$ cat src/dcfr_pkg.sv
// Shared types and constants for the dibit clocked frame receiver.
`timescale 1ns / 1ps

package dcfr_pkg;

  // Field widths.
  localparam int unsigned LIMIT_W = 20;
  localparam int unsigned BYTE_W  = 8;
  localparam int unsigned KIND_W  = 2;
  localparam int unsigned DIBITS_PER_BYTE_W = 2;

  // Reset value of the timeout limit register.
  localparam logic [LIMIT_W-1:0] TIMEOUT_RESET = 20'd100000;

  // Receiver mode.
  typedef enum logic [1:0] {
    MODE_IDLE  = 2'd0,
    MODE_RECV  = 2'd1,
    MODE_DRAIN = 2'd2
  } mode_t;

  // Result kinds.
  localparam logic [KIND_W-1:0] KIND_DATA    = 2'd0;
  localparam logic [KIND_W-1:0] KIND_EMPTY   = 2'd1;
  localparam logic [KIND_W-1:0] KIND_TIMEOUT = 2'd2;

  // One result item.
  typedef struct packed {
    logic [KIND_W-1:0] kind;
    logic [BYTE_W-1:0] data_byte;
    logic [BYTE_W-1:0] byte_index;
    logic              last;
  } result_t;

endpackage

$ cat src/dibit_clocked_frame_receiver.sv
// Top level of the dibit clocked frame receiver.
`timescale 1ns / 1ps

// Channel   | Direction | Payload
// s_axis    | in        | tdata[0] clock_level, [1] data_hi, [2] data_lo, [7:3] zero
// m_axis    | out       | tdata[7:0] data_byte, [15:8] byte_index; tuser kind; tlast last
// cfg       | in        | cfg_data[19:0] timeout_limit
//
// The frame state is updated and the result written to the output or skid register
// at the edge that accepts a sample; one is taken every cycle while s_axis_tready is high.
// The result register is backed by one skid register; s_axis_tready drops only while
// the skid register holds a result that m_axis has not yet taken.
// Synchronous reset returns the receiver to idle, empties both result registers and
// loads the timeout limit with 100000. Configuration writes are taken at any time.
module dibit_clocked_frame_receiver (
  input  logic        clk,
  input  logic        rst,
  input  logic        s_axis_tvalid,
  output logic        s_axis_tready,
  input  logic [7:0]  s_axis_tdata,   // [0] clock_level, [1] data_hi, [2] data_lo
  output logic        m_axis_tvalid,
  input  logic        m_axis_tready,
  output logic [15:0] m_axis_tdata,   // [7:0] data_byte, [15:8] byte_index
  output logic [1:0]  m_axis_tuser,   // [1:0] kind
  output logic        m_axis_tlast,
  input  logic        cfg_valid,
  output logic        cfg_ready,
  input  logic [19:0] cfg_data        // [19:0] timeout_limit
);
  import dcfr_pkg::*;

  // Configuration and frame state.
  logic [LIMIT_W-1:0]           timeout_limit;
  mode_t                        mode, mode_next;
  logic                         expected_level, expected_level_next;
  logic [DIBITS_PER_BYTE_W-1:0] dibit_count, dibit_count_next;
  logic [BYTE_W-1:0]            shift_byte, shift_byte_next;
  logic                         header_pending, header_pending_next;
  logic [BYTE_W-1:0]            frame_length, frame_length_next;
  logic [BYTE_W-1:0]            bytes_received, bytes_received_next;
  logic [LIMIT_W-1:0]           wait_count, wait_count_next;

  // Result registers.
  result_t out_reg, skid_reg, result_new;
  logic    out_valid, skid_valid, result_fire;

  logic s_fire, m_fire;
  logic ck, hi, lo;
  logic [BYTE_W-1:0] byte_assembled;
  logic              is_last;

  assign ck = s_axis_tdata[0];
  assign hi = s_axis_tdata[1];
  assign lo = s_axis_tdata[2];

  assign s_axis_tready = ~skid_valid;
  assign s_fire        = s_axis_tvalid & s_axis_tready;
  assign m_fire        = out_valid & m_axis_tready;
  assign cfg_ready     = 1'b1;

  assign byte_assembled = {shift_byte[BYTE_W-3:0], hi, lo};
  assign is_last = ({1'b0, bytes_received} + 9'd1) >= {1'b0, frame_length};

  // Configuration register.
  always_ff @(posedge clk) begin
    if (rst) begin
      timeout_limit <= TIMEOUT_RESET;
    end else if (cfg_valid && cfg_ready) begin
      timeout_limit <= cfg_data;
    end
  end

  // Next mode and frame state for the sample at the input.
  always_comb begin
    mode_next           = mode;
    expected_level_next = expected_level;
    dibit_count_next    = dibit_count;
    shift_byte_next     = shift_byte;
    header_pending_next = header_pending;
    frame_length_next   = frame_length;
    bytes_received_next = bytes_received;
    wait_count_next     = wait_count;
    case (mode)
      MODE_DRAIN: begin
        if (!ck) begin
          mode_next = MODE_IDLE;
        end
      end
      MODE_RECV: begin
        if (ck != expected_level) begin
          if (wait_count >= timeout_limit) begin
            mode_next       = MODE_IDLE;
            wait_count_next = '0;
          end else begin
            wait_count_next = wait_count + 20'd1;
          end
        end else begin
          wait_count_next     = '0;
          shift_byte_next     = byte_assembled;
          expected_level_next = ~expected_level;
          dibit_count_next    = dibit_count + 2'd1;
          if (dibit_count == 2'd3) begin
            shift_byte_next     = '0;
            expected_level_next = 1'b0;
            if (header_pending) begin
              header_pending_next = 1'b0;
              frame_length_next   = byte_assembled;
              bytes_received_next = '0;
              if (byte_assembled == '0) begin
                mode_next = MODE_DRAIN;
              end
            end else begin
              bytes_received_next = bytes_received + 8'd1;
              if (is_last) begin
                mode_next = MODE_DRAIN;
              end
            end
          end
        end
      end
      default: begin
        // Idle, and the unused mode code: a high clock arms the receiver.
        if (ck) begin
          mode_next           = MODE_RECV;
          expected_level_next = 1'b0;
          dibit_count_next    = '0;
          shift_byte_next     = '0;
          header_pending_next = 1'b1;
          frame_length_next   = '0;
          bytes_received_next = '0;
          wait_count_next     = '0;
        end
      end
    endcase
  end

  // Result produced by the sample at the input.
  always_comb begin
    result_fire = 1'b0;
    result_new  = '0;
    case (mode)
      MODE_RECV: begin
        if (ck != expected_level) begin
          if (wait_count >= timeout_limit) begin
            result_fire     = 1'b1;
            result_new.kind = KIND_TIMEOUT;
          end
        end else if (dibit_count == 2'd3) begin
          if (header_pending) begin
            if (byte_assembled == '0) begin
              result_fire     = 1'b1;
              result_new.kind = KIND_EMPTY;
            end
          end else begin
            result_fire           = 1'b1;
            result_new.kind       = KIND_DATA;
            result_new.data_byte  = byte_assembled;
            result_new.byte_index = bytes_received;
            result_new.last       = is_last;
          end
        end
      end
      default: begin
        result_fire = 1'b0;
      end
    endcase
  end

  // Frame state registers, updated on each accepted sample.
  always_ff @(posedge clk) begin
    if (rst) begin
      mode           <= MODE_IDLE;
      expected_level <= 1'b0;
      dibit_count    <= '0;
      shift_byte     <= '0;
      header_pending <= 1'b1;
      frame_length   <= '0;
      bytes_received <= '0;
      wait_count     <= '0;
    end else if (s_fire) begin
      mode           <= mode_next;
      expected_level <= expected_level_next;
      dibit_count    <= dibit_count_next;
      shift_byte     <= shift_byte_next;
      header_pending <= header_pending_next;
      frame_length   <= frame_length_next;
      bytes_received <= bytes_received_next;
      wait_count     <= wait_count_next;
    end
  end

  // Output register with one skid register behind it.
  always_ff @(posedge clk) begin
    if (rst) begin
      out_valid  <= 1'b0;
      skid_valid <= 1'b0;
    end else if (skid_valid) begin
      if (m_fire) begin
        out_valid  <= 1'b1;
        skid_valid <= 1'b0;
      end
    end else if (s_fire && result_fire) begin
      if (out_valid && !m_fire) begin
        skid_valid <= 1'b1;
      end else begin
        out_valid <= 1'b1;
      end
    end else if (m_fire) begin
      out_valid <= 1'b0;
    end
  end

  // Output and skid payload.
  always_ff @(posedge clk) begin
    if (skid_valid) begin
      if (m_fire) begin
        out_reg <= skid_reg;
      end
    end else if (s_fire && result_fire) begin
      if (out_valid && !m_fire) begin
        skid_reg <= result_new;
      end else begin
        out_reg <= result_new;
      end
    end
  end

  assign m_axis_tvalid = out_valid;
  assign m_axis_tdata  = {out_reg.byte_index, out_reg.data_byte};
  assign m_axis_tuser  = out_reg.kind;
  assign m_axis_tlast  = out_reg.last;

endmodule

$ cat config.mk
export PLATFORM = sky130hd
export DESIGN_NAME = dibit_clocked_frame_receiver
export DESIGN_NICKNAME = d
export VERILOG_FILES = /design/src/dcfr_pkg.sv /design/src/dibit_clocked_frame_receiver.sv
export SDC_FILE = /design/constraint.sdc
export NUM_CORES = 1
export LEC_CHECK = 0
export BUFFER_PORTS_ARGS = -buffer_cell sky130_fd_sc_hd__buf_4
export CORE_MARGIN = 2
export CORE_UTILIZATION = 30
export CTS_CLUSTER_SIZE = 8
export DETAILED_ROUTE_END_ITERATION = 16
export PLACE_DENSITY_LB_ADDON = 0.15
export REMOVE_ABC_BUFFERS = 1
export SYNTH_ARGS = -nofsm -noshare
export SYNTH_HDL_FRONTEND = slang
export SYNTH_SLANG_ARGS = --single-unit
$ cat constraint.sdc
create_clock -name clk -period 4 [get_ports clk]
set_clock_uncertainty 0.2 [all_clocks]
set_input_delay 0 -clock clk [delete_from_list [all_inputs] [get_ports clk]]
set_output_delay 0 -clock clk [all_outputs]
set_load 0.02 [all_outputs]
==> results of run 1 <==
## what timing repair did
action                                  in CTS  in global routing
hold buffers                                67                  0
endpoints found under the setup margin       0                  0
endpoints found under the hold margin       72                  0
resized for setup                            0                  0
## routing by layer
metal	vias up	GRT usage (%)
met3	13	2.33
met2	56	23.7
met5	-	0
met4	0	5.73
met1	1994	16.8
li1	2087	-
## worst reg2reg max path: cells and delay by family (launching register included)
kind,cells,cell delay (ps)
AND/OR/NAND/NOR,2,630
adder cells (fa/ha/maj),1,300
buffers and inverters,1,590
AO/OA/AOI/OAI,4,890
flip-flops,1,450
## final cells by class
class / instances / area [um^2] / area share, %
sequential: 108 / 2540 / 37.0
multi-input combinational: 364 / 2530 / 36.9
timing repair buffer: 120 / 1070 / 15.5
tap: 225 / 282 / 4.10
clock buffer: 10 / 239 / 3.48
inverter: 36 / 135 / 1.97
clock inverter: 6 / 71.3 / 1.04
## synth_stat cells (2+ instances only)
master,instances
buf_2,2
and2_1,19
xor2_1,14
clkbuf_1,13
a22o_1,4
a21o_1,2
nand2_1,49
mux2i_1,15
xnor2_1,9
nor3_1,8
nor3_2,2
nand2b_1,3
o21a_1,3
inv_1,35
and4_1,6
nand3_1,30
buf_1,3
o21ai_0,10
a21oi_1,32
mux2_2,18
edfxtp_1,38
o31ai_2,2
nor3b_1,2
nor2b_1,3
buf_4,2
dfxtp_1,70
o211ai_1,8
nor2_1,43
o2111ai_1,2
nor4_1,4
and3_1,6
nand4_1,10
ha_1,33
## worst min-delay path by stage
stage	end	cells past startpoint
2_1_floorplan	bytes_received[2]$_SDFFE_PP0P_	1
3_3_place_gp	timeout_limit[9]$_SDFFE_PP1P_	3
3_5_place_dp	timeout_limit[7]$_SDFFE_PP1P_	3
4_1_cts	frame_length[6]$_SDFFE_PP0P_	2
5_1_grt	frame_length[7]$_SDFFE_PP0P_	2
6_report	frame_length[4]$_SDFFE_PP0P_	2
## power groups by stage
stage               sequential, mW  clock, mW  combinational (mW)
CTS                           1.17      0.960               0.258
floorplan                     1.19          0               0.116
detailed placement            1.19          0               0.201
global placement              1.19          0               0.196
global route                  1.17       1.00               0.288
finish                        1.17      0.925               0.260
## metrics by stage
step	hold WS (ps)	instances
5_1_grt	288	869
4_1_cts	259	869
6_report	258	869
2_1_floorplan	-131	508
3_3_place_gp	18.9	786
3_5_place_dp	22.6	786
## cells by family after synthesis
logic type / synth area share [%]
multiplexers: 6.95
XOR/XNOR: 4.11
other: 0.0709
buffers and inverters: 4.16
AO/OA/AOI/OAI: 9.81
flip-flops: 48.0
adder cells (fa/ha/maj): 7.80
AND/OR/NAND/NOR: 19.0
==> impl_metrics.ini, run 1 <==
[outcome]
status = finished clean

[power_and_ir_drop]
p_int_mw = 1.78
switching_share_pct = 24.1
p_switching_uw = 565
comb_power_share_pct = 11.0
p_per_area_mw_per_mm2 = 342
ir_worst_vdd_mv = 0.244
power.total_mw = 2.35
seqPwrFrac_pct = 49.6
clkPwrFrac_pct = 39.4
power_leakage_nw = 2.69

[timing]
hold_violations = 0
rsz0062_at_grt = no
tns_ps = 0
finalCriticalPeriod_ps = 3170
worst_pin_slew_ps = 753
drv_slew = 0
period_share_pct = 79.3
finalSetupViolations = 0
fmax_ghz = 0.315
fin_ws_ps = 828
maxSlewHeadroom_pct = 48.5

[synth]
syn_area_mm2 = 0.00529
async_flop_share_pct = 0
yosys.area.top_type = dfxtp_1
synthTopCellsByArea = dfxtp_1 (26%), edfxtp_1 (22%), ha_1 (7.8%)
yosysSeqAreaShare_pct = 48.0
synth-edff-count = 38
synthCells = 528
synth_top_area_share_pct = 26.5
synth_area_per_cell_um2 = 10.0
synth-seq-cells = 108
synth.distinct_cells = 61
yosys_warnings = 0
yosys_most_used_dff = dfxtp_1

[critical_path]
cp_cell_sequence = ha_1 > a21oi_2 > nor3_1 > o41a_1 > or4_4 > o211ai_1 > a221oi_1 > dlygate4sd3_1
worst-path-stages = 8
crit_type = register to register
path_buf_inv = 1
slowest_stage = dlygate4sd3_1
critical-path-top-delay-family = compound AO/OA/AOI/OAI gates
reg2reg_to = skid_valid$_SDFF_PP0_
crit_required_ps = 4040
path_max_fanout = 6
worstSetupEndpointType = register
crit_end = skid_valid$_SDFF_PP0_
crit_path_max_incr_delay_ps = 590
worstSetupStartpoint = wait_count[5]$_SDFFE_PP0P_
worstRegToRegCells = 8
cp-start-kind = register
r2r_start = wait_count[5]$_SDFFE_PP0P_
worstPathArrival_ps = 3210
ff2ff_setup_slack_ps = 830

[routing]
wl_met2_um = 5880
ant_nets = 0
first_pass_iters = 4
drt_wl_total_um = 12000
num_vias = 4150
drt_iter0_drc = 175
viasPerCell = 4.78
topRoutingLayerUsed = met4
routedWlPerCell_um = 13.8
met3WireLength_um = 301
wl_met1_um = 5650
drcViolationCount = 0

[clock_tree]
cts_tree = built
clock_latency_ps = 350
cts_setup_buffers = 0
numCtsBuffers = 9
root_buffer = clkbuf_16
clockBufferDepth = 2
clkSlewWorstSetupHoldPaths_ps = 80
cts.sinks = 108
cts-htree-levels = 3

[finish]
layout_common_cells = dfxtp_1 (70), dlygate4sd3_1 (67), buf_4 (53), nand2_1 (49), nor2_1 (43)
syn2layout_area_growth_pct = 29.9
drive_above_1_share_pct = 16.3
design.final.nets = 705
fin_area_mm2 = 0.00687
insertedDiodeCount = 0
fill_cells = 1725
fin_util_pct = 39.7
final_common_cell = dfxtp_1

[global_route]
grt_first_pass_wirelength_um = 20100
antenna_found_initial = 0
grt_max_degree = 46
grt_overflow = 0
grt_pass1_vias = 4199
grt_use_total_pct = 13.7

[min_path]
hold_path.startpoint = frame_length[4]$_SDFFE_PP0P_
hold_class = register to register

[floorplanning]
ioPinCount = 55
row_count = 48
die_w_um = 137
fp.coreArea_mm2 = 0.0173
dieArea_mm2 = 0.0187
start_util_pct = 30.6
die_y_um = 137

[placement]
gp_congestion = 0.826
dpl_cell_area_mm2 = 0.00589
pre_cts_ws_ps = 953
place_hpwl_um = 8170
port_buffers = 48

[run]
drv_cap = 0
Power figures use the tool's default switching activity.
==> run 2: changes to the inputs <==
clock period = 3.09 ns   (was 4 ns; I/O delays follow)
==> impl_metrics.ini, run 2 (same netlist as run 1, synthesis figures left out) <==
[power_and_ir_drop]
power_leakage_nw = 2.68
p_per_area_mw_per_mm2 = 450
ir_worst_vdd_mv = 0.271

[timing]
drv_slew = 0
maxSlewHeadroom_pct = 43.6
rsz0062_at_grt = no
timing.hold.ws_ps = 247
period_share_pct = 94.5
hold_violations = 0
finalCriticalPeriod_ps = 2920
tns_ps = 0
finalSetupViolations = 0
fmax_ghz = 0.343
fin_ws_ps = 171
worst_pin_slew_ps = 824

[routing]
first_pass_iters = 4
drcViolationCount = 0
viasPerCell = 4.70
routedWlPerCell_um = 13.9
drt_iter0_drc = 188
num_vias = 4071
drt_wl_total_um = 12000
ant_nets = 0

[clock_tree]
cts.sinks = 108
root_buffer = clkbuf_16
cts_tree = built
clkSlewWorstSetupHoldPaths_ps = 70
numCtsBuffers = 9
cts-htree-levels = 3
clockBufferDepth = 2
clock_latency_ps = 350
cts_setup_buffers = 0

[finish]
insertedDiodeCount = 0
drive_above_1_share_pct = 18.4
syn2layout_area_growth_pct = 29.6
final_common_cell = dfxtp_1
multiInputGateArea_mm2 = 0.00254
layout_common_cells = dfxtp_1 (69), buf_4 (64), dlygate4sd3_1 (52), nand2_1 (49), nor2_1 (43)
finalNonFillerCells = 867
design.final.nets = 703
regArea_mm2 = 0.00254
fill_cells = 1747

[critical_path]
r2r_start = timeout_limit[11]$_SDFFE_PP0P_
ff2ff_setup_slack_ps = 170
crit_end = m_axis_tdata[14]$_DFFE_PP_
reg2reg_to = m_axis_tdata[14]$_DFFE_PP_
cp-start-kind = register
worstPathArrival_ps = 2830
worstSetupStartpoint = timeout_limit[11]$_SDFFE_PP0P_
worstSetupEndpointType = register
crit_required_ps = 3000
worstRegToRegCells = 9
path_max_fanout = 19
crit_type = register to register

[global_route]
grt_pass1_vias = 4073
grt_max_degree = 37
grt_first_pass_wirelength_um = 20200
grt_overflow = 0
grt_use_total_pct = 13.9
antenna_found_initial = 0

[run]
drv_cap = 0

[floorplanning]
die_y_um = 137
ioPinCount = 55
fp.coreArea_mm2 = 0.0173
start_util_pct = 30.6
row_count = 48
dieArea_mm2 = 0.0187
die_w_um = 137

[placement]
port_buffers = 48
place_hpwl_um = 8450
gp_congestion = 0.791
dp_cells = 799
pre_cts_ws_ps = 95.7

[min_path]
hold_class = primary input to register

[outcome]
status = finished clean
## run 2: changes by cell type in the layout (fill, tap and decap cells not counted), moves of 2 or more
cell,delta
dlygate4sd3_1,-15
buf_12,+2
buf_4,+11
clkinvlp_4,-2
## run 2: cell type report
class                           count  share of cell area [%]
Sequential cell                   108                    37.1
Multi-Input combinational cell    364                    37.0
Timing Repair Buffer              118                    15.2
Tap cell                          225                    4.11
Clock buffer                       10                    3.34
Inverter                           36                    1.97
Clock inverter                      6                    1.28
## run 2: worst max-delay path: stages (launching register included)
cell and delay, ps:
dfxtp_1 330, inv_1 50, ha_1 320, nand4_1 130, nor3_1 70, o41a_1 490, or4_4 570, o21ai_2 200
a22oi_1 130, buf_12 180
## run 2: metal layers
layer | share of wire, % | up-vias | global-route usage [%]
li1 | - | 2084 | -
met2 | 49 | 52 | 23.3
met3 | 2.4 | 12 | 2.30
met1 | 47 | 1923 | 17.7
met5 | 0 | - | 0
met4 | 1.7 | 0 | 5.73
## run 2: worst min path at each step
stage | startpoint | end | slack, ps | cells past startpoint
after global routing | m_axis_tready | skid_valid$_SDFF_PP0_ | 250 | 3
after global placement | cfg_data[9] | timeout_limit[9]$_SDFFE_PP1P_ | 20 | 3
after CTS | m_axis_tready | skid_valid$_SDFF_PP0_ | 240 | 3
final | m_axis_tready | skid_valid$_SDFF_PP0_ | 250 | 3
after floorplan | rst | bytes_received[2]$_SDFFE_PP0P_ | -130 | 1
after detailed placement | cfg_data[5] | timeout_limit[5]$_SDFFE_PP1P_ | 20 | 3
## run 2: where the power goes
part / switching [mW] / total (mW) / internal (mW) / leakage (nW)
logic: 0.173 / 0.328 / 0.155 / 1.62
clock network: 0.532 / 1.25 / 0.714 / 0.155
registers: 0.0181 / 1.51 / 1.49 / 0.906
total: 0.723 / 3.08 / 2.36 / 2.68
## run 2: timing repair
item	CTS	global route
hold buffers	52	0
setup endpoints to repair	0	21
resized for setup	0	3
endpoints found under the hold margin	63	0
## run 2: per-stage QoR
step | utilization, % | total power [mW] | area [um^2]
finish | 39.6 | 3.08 | 6860
global route | 39.6 | 3.22 | 6860
CTS | 39.6 | 3.13 | 6850
detailed placement | 34.8 | 1.81 | 6010
global placement | 34.8 | 1.81 | 6010
floorplan | - | 1.69 | 5210
==> run 3: changes to the inputs <==
SETUP_SLACK_MARGIN = 0.5   (was not set)
==> impl_metrics.ini, run 3 (same netlist as run 1, synthesis figures left out) <==
[routing]
drt_iter0_drc = 175
routedWlPerCell_um = 14.7
first_pass_iters = 4
drt_wl_total_um = 13100
num_vias = 4263
ant_nets = 0
drcViolationCount = 0
viasPerCell = 4.77

[clock_tree]
clock_latency_ps = 350
cts.sinks = 108
clockBufferDepth = 2
root_buffer = clkbuf_16
cts-htree-levels = 3
numCtsBuffers = 9
cts_tree = built
clkSlewWorstSetupHoldPaths_ps = 70

[finish]
layout_common_cells = buf_4 (84), dlygate4sd3_1 (52), dfxtp_1 (49), nand2_1 (48), nor2_1 (40)
drive_above_1_share_pct = 30.5
final_common_cell = buf_4
fill_cells = 1699
syn2layout_area_growth_pct = 40.8
design.final.nets = 730
insertedDiodeCount = 0
fin_area_mm2 = 0.00745

[timing]
worst_pin_slew_ps = 830
fin_ws_ps = 235
maxSlewHeadroom_pct = 43.2
timing.hold.ws_ps = 263
drv_slew = 0
hold_violations = 0
finalCriticalPeriod_ps = 2860
period_share_pct = 92.4
fmax_ghz = 0.350
finalSetupViolations = 0
rsz0062_at_grt = yes

[critical_path]
cp_cell_sequence = ha_4 > nand4_1 > nor2_1 > o41a_1 > or4_4 > o21ai_4 > buf_6 > nor3b_4 > buf_6 > clkbuf_16
crit_required_ps = 3000
crit_type = register to register
path_common_cell = buf_6
slowest_stage = or4_4
crit_path_max_incr_delay_ps = 570
worstPathArrival_ps = 2770
cp-start-kind = register
path_max_fanout = 5
critical-path-top-delay-family = simple AND/OR/NAND/NOR gates
worstSetupEndpointType = register
path_buf_inv = 3

[run]
drv_cap = 0

[power_and_ir_drop]
switching_share_pct = 23.9
ir_worst_vdd_mv = 0.275
power.total_mw = 3.12
comb_power_share_pct = 11.6
p_int_mw = 2.38
clkPwrFrac_pct = 40.1
p_switching_uw = 746
p_per_area_mw_per_mm2 = 419
power_leakage_nw = 2.92
seqPwrFrac_pct = 48.3

[global_route]
grt_first_pass_wirelength_um = 21200
grt_pass1_vias = 4228
grt_max_degree = 37
grt_overflow = 0
grt_use_total_pct = 14.7
antenna_found_initial = 0

[placement]
pre_cts_ws_ps = 95.7
port_buffers = 48
dpl_cell_area_mm2 = 0.00601
gp_congestion = 0.791
place_hpwl_um = 8450

[floorplanning]
fp.coreArea_mm2 = 0.0173
row_count = 48
dieArea_mm2 = 0.0187
die_y_um = 137
start_util_pct = 30.6
ioPinCount = 55
die_w_um = 137

[min_path]
hold_class = primary input to register

[outcome]
status = finished clean
-- run 3: final cells by class --
type / instances / area (um^2) / area share (%)
clock inverters: 6 / 87.6 / 1.18
well taps: 225 / 282 / 3.78
inverters: 36 / 135 / 1.81
clock buffers: 10 / 229 / 3.07
repair buffers: 145 / 1320 / 17.7
multi-input cells: 364 / 2820 / 37.9
flip-flops and latches: 108 / 2580 / 34.6
-- run 3: final timing paths --
path | end | slack, ps | startpoint | depth (start not counted)
hold reg to reg | frame_length[3]$_SDFFE_PP0P_ | 260 | frame_length[3]$_SDFFE_PP0P_ | 2
setup reg to reg | skid_reg[18]$_DFFE_PP_ | 230 | wait_count[11]$_SDFFE_PP0P_ | 10
hold / removal | skid_valid$_SDFF_PP0_ | 260 | m_axis_tready | 3
setup / recovery | skid_reg[18]$_DFFE_PP_ | 230 | wait_count[11]$_SDFFE_PP0P_ | 10
-- run 3: timing repair --
action / 4_1_cts / 5_1_grt
endpoints found under the hold margin: 64 / 0
gates cloned: 2 / 2
pin swaps: 13 / 22
buffers inserted: 12 / 11
gates resized for setup: 53 / 31
hold buffers: 52 / 0
setup endpoints to repair: 58 / 89
-- run 3: power groups by stage --
stage | Clock, mW | Sequential [mW] | Combinational, mW
global placement | 0 | 1.54 | 0.265
detailed placement | 0 | 1.54 | 0.269
CTS | 1.29 | 1.51 | 0.353
floorplan | 0 | 1.54 | 0.150
finish | 1.25 | 1.51 | 0.363
global route | 1.35 | 1.51 | 0.402
-- run 3: routing by layer --
| metal | wire length [um] | up-vias | global-route usage (%) |
|---|---|---|---|
| li1 | - | 2135 | - |
| met1 | 5930 | 2054 | 18.4 |
| met2 | 6620 | 61 | 25.0 |
| met3 | 290 | 13 | 2.30 |
| met4 | 260 | 0 | 6.30 |
| met5 | 0 | - | 0 |
-- run 3: worst reg2reg max path, delay by kind of cell, from the launching register on --
| family | cells | cell delay, ps |
|---|---|---|
| buf+inv | 3 | 410 |
| fa+ha+maj | 1 | 240 |
| compound gates | 2 | 610 |
| simple gates | 4 | 800 |
| flops | 1 | 360 |
-- run 3: through the flow --
stage	TNS, ps	utilization, %	std cells
global placement	0	34.8	799
global route	0	43.1	894
finish	0	43.1	894
floorplan	-8780	-	508
detailed placement	0	34.8	799
CTS	0	41.6	881
